**config.mk**
```make
export PLATFORM = sky130hd
export DESIGN_NAME = a2p_div
export DESIGN_NICKNAME = d
export VERILOG_FILES = /design/src/hdl/a2p_pkg.sv /design/src/hdl/a2p_div.sv
export SDC_FILE = /design/constraint.sdc
export NUM_CORES = 2
export LEC_CHECK = 0
export BUFFER_PORTS_ARGS = -buffer_cell sky130_fd_sc_hd__buf_4
export CORE_UTILIZATION = 45
export DETAILED_ROUTE_END_ITERATION = 6
export PLACE_DENSITY = 0.6
export SLEW_MARGIN = 15
export SYNTH_ARGS = -nofsm -noshare
export SYNTH_HDL_FRONTEND = slang
export SYNTH_SLANG_ARGS = --single-unit
```
**constraint.sdc**
```tcl
create_clock -name clk -period 7.3 [get_ports clk]
set_input_delay 1.095 -clock clk [delete_from_list [all_inputs] [get_ports clk]]
set_output_delay 1.095 -clock clk [all_outputs]
set_load 0.01 [all_outputs]
```
**src/hdl/a2p_pkg.sv**
```systemverilog
// Shared types and fixed-point constants for the atan2 polynomial block.
package a2p_pkg;

  // Fraction bits of the internal fixed-point format.
  localparam int QF = 30;
  // Quotient bits of the ratio: values 0 up to and including 1.0.
  localparam int QB = QF + 1;
  // Width of the fold arithmetic; holds pi in the internal format plus a sign.
  localparam int FW = 34;

  // Minimax coefficients, highest order first, rounded to nearest in the internal format.
  localparam logic signed [31:0] POLY_COEF [0:6] = '{
    32'sd7744777,
    -32'sd37645046,
    32'sd87698811,
    -32'sd143609290,
    32'sd213208227,
    -32'sd357824448,
    32'sd1073741824
  };

  localparam logic signed [FW-1:0] HALF_PI_Q = 34'sd1686629713;
  localparam logic signed [FW-1:0] PI_Q      = 34'sd3373259426;

  // Octant, half-plane and sign information that follows each beat.
  typedef struct packed {
    logic y_big;
    logic x_neg;
    logic y_neg;
    logic zero;
  } a2p_side_t;

endpackage

```
**src/hdl/a2p_div.sv**
```systemverilog
// Pipelined restoring divider: ratio = floor(lo * 2^QF / hi), one quotient bit per stage.
module a2p_div #(
  parameter int CW = 16
) (
  input  logic                  clk,
  input  logic                  rst_n,
  input  logic                  in_valid,
  input  logic [CW-1:0]         in_lo,
  input  logic [CW-1:0]         in_hi,
  input  a2p_pkg::a2p_side_t    in_side,
  output logic                  out_valid,
  output logic [a2p_pkg::QB-1:0] out_quo,
  output a2p_pkg::a2p_side_t    out_side
);
  import a2p_pkg::*;

  logic            v_r    [0:QB-1];
  logic [CW-1:0]   rem_r  [0:QB-1];
  logic [CW-1:0]   hi_r   [0:QB-1];
  logic [QB-1:0]   quo_r  [0:QB-1];
  a2p_side_t       side_r [0:QB-1];

  for (genvar k = 0; k < QB; k++) begin : g_stage
    logic [CW:0]   cur;
    logic [CW+1:0] diff;
    logic          ge;
    logic [CW-1:0] hi_in;
    logic [QB-1:0] quo_in;
    logic          v_in;
    a2p_side_t     side_in;

    // Pick this stage's partial remainder: the leading bit works on lo itself.
    if (k == 0) begin : g_first
      assign cur     = {1'b0, in_lo};
      assign hi_in   = in_hi;
      assign quo_in  = '0;
      assign v_in    = in_valid;
      assign side_in = in_side;
    end else begin : g_next
      assign cur     = {rem_r[k-1], 1'b0};
      assign hi_in   = hi_r[k-1];
      assign quo_in  = quo_r[k-1];
      assign v_in    = v_r[k-1];
      assign side_in = side_r[k-1];
    end

    // Trial subtract; a clear borrow means the quotient bit is one.
    assign diff = {1'b0, cur} - {2'b00, hi_in};
    assign ge   = ~diff[CW+1];

    always_ff @(posedge clk) begin
      if (!rst_n) begin
        v_r[k] <= 1'b0;
      end else begin
        v_r[k] <= v_in;
      end
    end

    always_ff @(posedge clk) begin
      rem_r[k]  <= ge ? diff[CW-1:0] : cur[CW-1:0];
      hi_r[k]   <= hi_in;
      quo_r[k]  <= {quo_in[QB-2:0], ge};
      side_r[k] <= side_in;
    end
  end

  assign out_valid = v_r[QB-1];
  assign out_quo   = quo_r[QB-1];
  assign out_side  = side_r[QB-1];

endmodule

```
==> summary.md <==
| Metric | Value |
|---|---|
| CTS Sinks | 1,611 |
| DRT Pass-1 Iters | 5 |
| Tcrit/Tclk final | 0.501 |
| Yosys Warn Count | 0 |
| TritonCTS clock tree | done |
| Largest net degree at the start of global routing | 32 |
| Number of global-route vias before repair | 36.6k |
| Setup WS post-layout | 3650 ps |
| Syn Nets | 6,060 |
| Synthesis-to-layout area growth | 13.8% |
| Critical path launch point type | primary input |
| Critical path, cell by cell | buf_4, inv_1, ha_1, fa_1, nor2b_1, o31ai_1, a211o_1, a21boi_0, a221o_1, a21o_1, mux2_2 |
| DR vias/cell | 4.91 |
| Clock transition at the registers of the reported paths | 60 ps |
| # rows | 133 |
| Slew Viols, Final | 0 |
| Internal reg-to-reg setup slack | 3730 ps |
| Core Util, Final | 0.516 |
| DRC violations left | 0 |
| FMAX | 274 MHz |
| Pre-CTS setup slack | 2930 ps |
| Crit-path slowest cell | a21o_1 |
| Number of synthesized flops with an enable pin | 0 |
| Final WL | 102 mm |
| Synth top area cells | dfxtp_1, ha_1, mux2_2 |
| Layout net count | 6,256 |
| WL/cell | 13.4 um |
| Layout cells sized above 1 | 0.121 |
| Clock root cell | clkbuf_16 |
| Starting Density | 0.454 |
| Antenna violations before repair | 1 |
| Die span in x | 366 um |
| Synth top area share | 0.540 |
| Distinct cells, synth | 77 |
| Total Routing Usage GR | 0.151 |
| Clock skew | 36.4 ps |
| Final HPWL DP | 75.1 mm |
| DRT iter0 DRCs | 1,807 |
| Most common cell after layout, fill and taps aside | dfxtp_1 |
| Syn Std Cell Area | 0.0597 mm^2 |
| Vias | 37.3k |
| Most frequent cells in the layout | dfxtp_1, inv_1, ha_1, a21oi_1, nor2_1 |
| # resized after CTS | 0 |
| PwrDens | 506 mW/mm^2 |
| Register area share after synthesis | 0.540 |
| Post-route setup TNS | 0 ps |
| FFs w/ async S/R, synth | 0 |
| Overall Power | 34,400 uW |
| Crit path required time | 7950 ps |
| Fillcell total | 11.6k |
| Relative slew slack | 0.261 |
| Worst IR Drop VDD | 0.296 mV |
| Crit path kind | in2reg |
| Mean post-synth cell area | 10.8 um^2 |
| Skew-Pair Late Insertion Delay | 790 ps |
| H-tree depth | 4 |
| Cells after Synth | 5,525 |
| Worst Setup End Kind | register |
| Seq cells post-synth | 1,611 |
| Port Buffers | 74 |
| Hold Violations, Final | 0 |
| Core Box Area | 0.132 mm^2 |
| Final Setup Violations | 0 |
| RSZ-0062 raised after global routing | false |
| Die area | 0.134 mm^2 |
| CP max FO | 28 |
| RePlAce Congestion | 0.846 |
| Maxcap violations | 0 |
| Hold buffer count at cts | 0 |
| Worst-margin pin slew | 1110 ps |
| Worst Path Arrival | 4300 ps |
| Antenna cells | 0 |
| Final ANT Viol Nets | 0 |
| Setup Buffers After CTS | 0 |
| Non-Filler Instances | 7,600 |
| Remaining global-route overflow | 0 |
| Cell taking the most area after synthesis | dfxtp_1 |
| Min Clock Period, post-route | 3650 ps |
| Ys flop type | dfxtp_1 |
| Clock buffer count from CTS | 162 |
| DIE HEIGHT | 366 um |
| Static leakage | 0.0307 uW |
| Cells after DPL | 7,312 |
| Crit path largest cell delay | 700 ps |
| Clk buf depth | 3 |
| Status | completed |
| # IOs | 75 |
| First-pass GRT wire length | 172 mm |
| Worst hold-check path type | reg2reg |
routing by layer:
layer	GRT usage	part of all wire	vias to the layer above	routed length, um
met5	0	0	-	0
met4	0.0524	0.025	0	2610
met3	0.0301	0.037	199	3770
met2	0.266	0.48	502	49300
met1	0.184	0.46	17221	46500
li1	-	-	19359	-
cells in the mapped netlist, types with 13 or more instances:
cell type and n:
a2111oi_0 15, a211o_1 27, a211oi_1 54, a21boi_0 21
a21o_1 103, a21oi_1 371, a311o_1 13, a31oi_1 66
and2_1 56, and3_1 17, buf_2 17, clkbuf_1 24
dfxtp_1 1611, fa_1 30, ha_1 466, inv_1 598
mux2_2 310, nand2_1 167, nand2b_1 70, nand3_1 36
nand4_1 14, nor2_1 356, nor2b_1 65, nor3_1 76
nor4_1 13, o211ai_1 17, o21a_1 92, o21ai_0 236
o21bai_1 27, o22ai_1 16, o31ai_1 20, or3_1 19
xnor2_1 183, xor2_1 133
worst max-delay path, delay by kind of cell:
kind	cells	cell delay (ps)
multiplexers	1	410
buffers and inverters	2	110
AND/OR/NAND/NOR	1	160
AO/OA/AOI/OAI	5	1880
adder cells (fa/ha/maj)	2	620
layout make-up:
class,count,area [um^2],area share
multi-input cells,3262,25000,0.368
repair buffers,86,646,0.00950
clock inverters,69,1070,0.0158
inverters,598,2240,0.0330
flip-flops and latches,1611,32300,0.474
well taps,1755,2200,0.0323
clock buffers,219,4520,0.0665
final timing paths:
kind / from / to / cells after the start
max: in_lo[0] / rem_r[0][9] / 11
min: side_r[9][2] / side_r[10][2] / 0
max reg2reg: hi_r[0][161] / rem_r[1][49] / 10
min reg2reg: side_r[9][2] / side_r[10][2] / 0
logic make-up (layout without fill, tap and decap cells):
family / Yosys count / count (layout) / synth area share
muxes: 322 / 322 / 0.0611
buffers and inverters: 652 / 972 / 0.0418
adders and majority gates: 496 / 496 / 0.108
xor gates and xnor gates: 316 / 316 / 0.0463
AOI/OAI and AO/OA: 1190 / 1190 / 0.128
DFF: 1611 / 1611 / 0.540
and+or+nand+nor: 938 / 938 / 0.0755
sequential cells by signal, indices dropped and copies added, names as in the netlist:
| name | count |
|---|---|
| v_r | 31 |
| rem_r | 480 |
| quo_r | 496 |
| hi_r | 480 |
| side_r | 124 |
power by group:
group	switching (uW)	internal, uW
Sequential	1190	11700
Clock	3450	5010
Combinational	6590	6510
Total	11200	23200
through the flow:
step / area [um^2] / hold WS, ps
after detailed placement: 62400 / 312
after floorplan: 59700 / 310
after global routing: 68000 / 309
after global placement: 62400 / 310
after CTS: 68000 / 291
final: 68000 / 296
No activity file was read; power rests on OpenSTA's default activity.
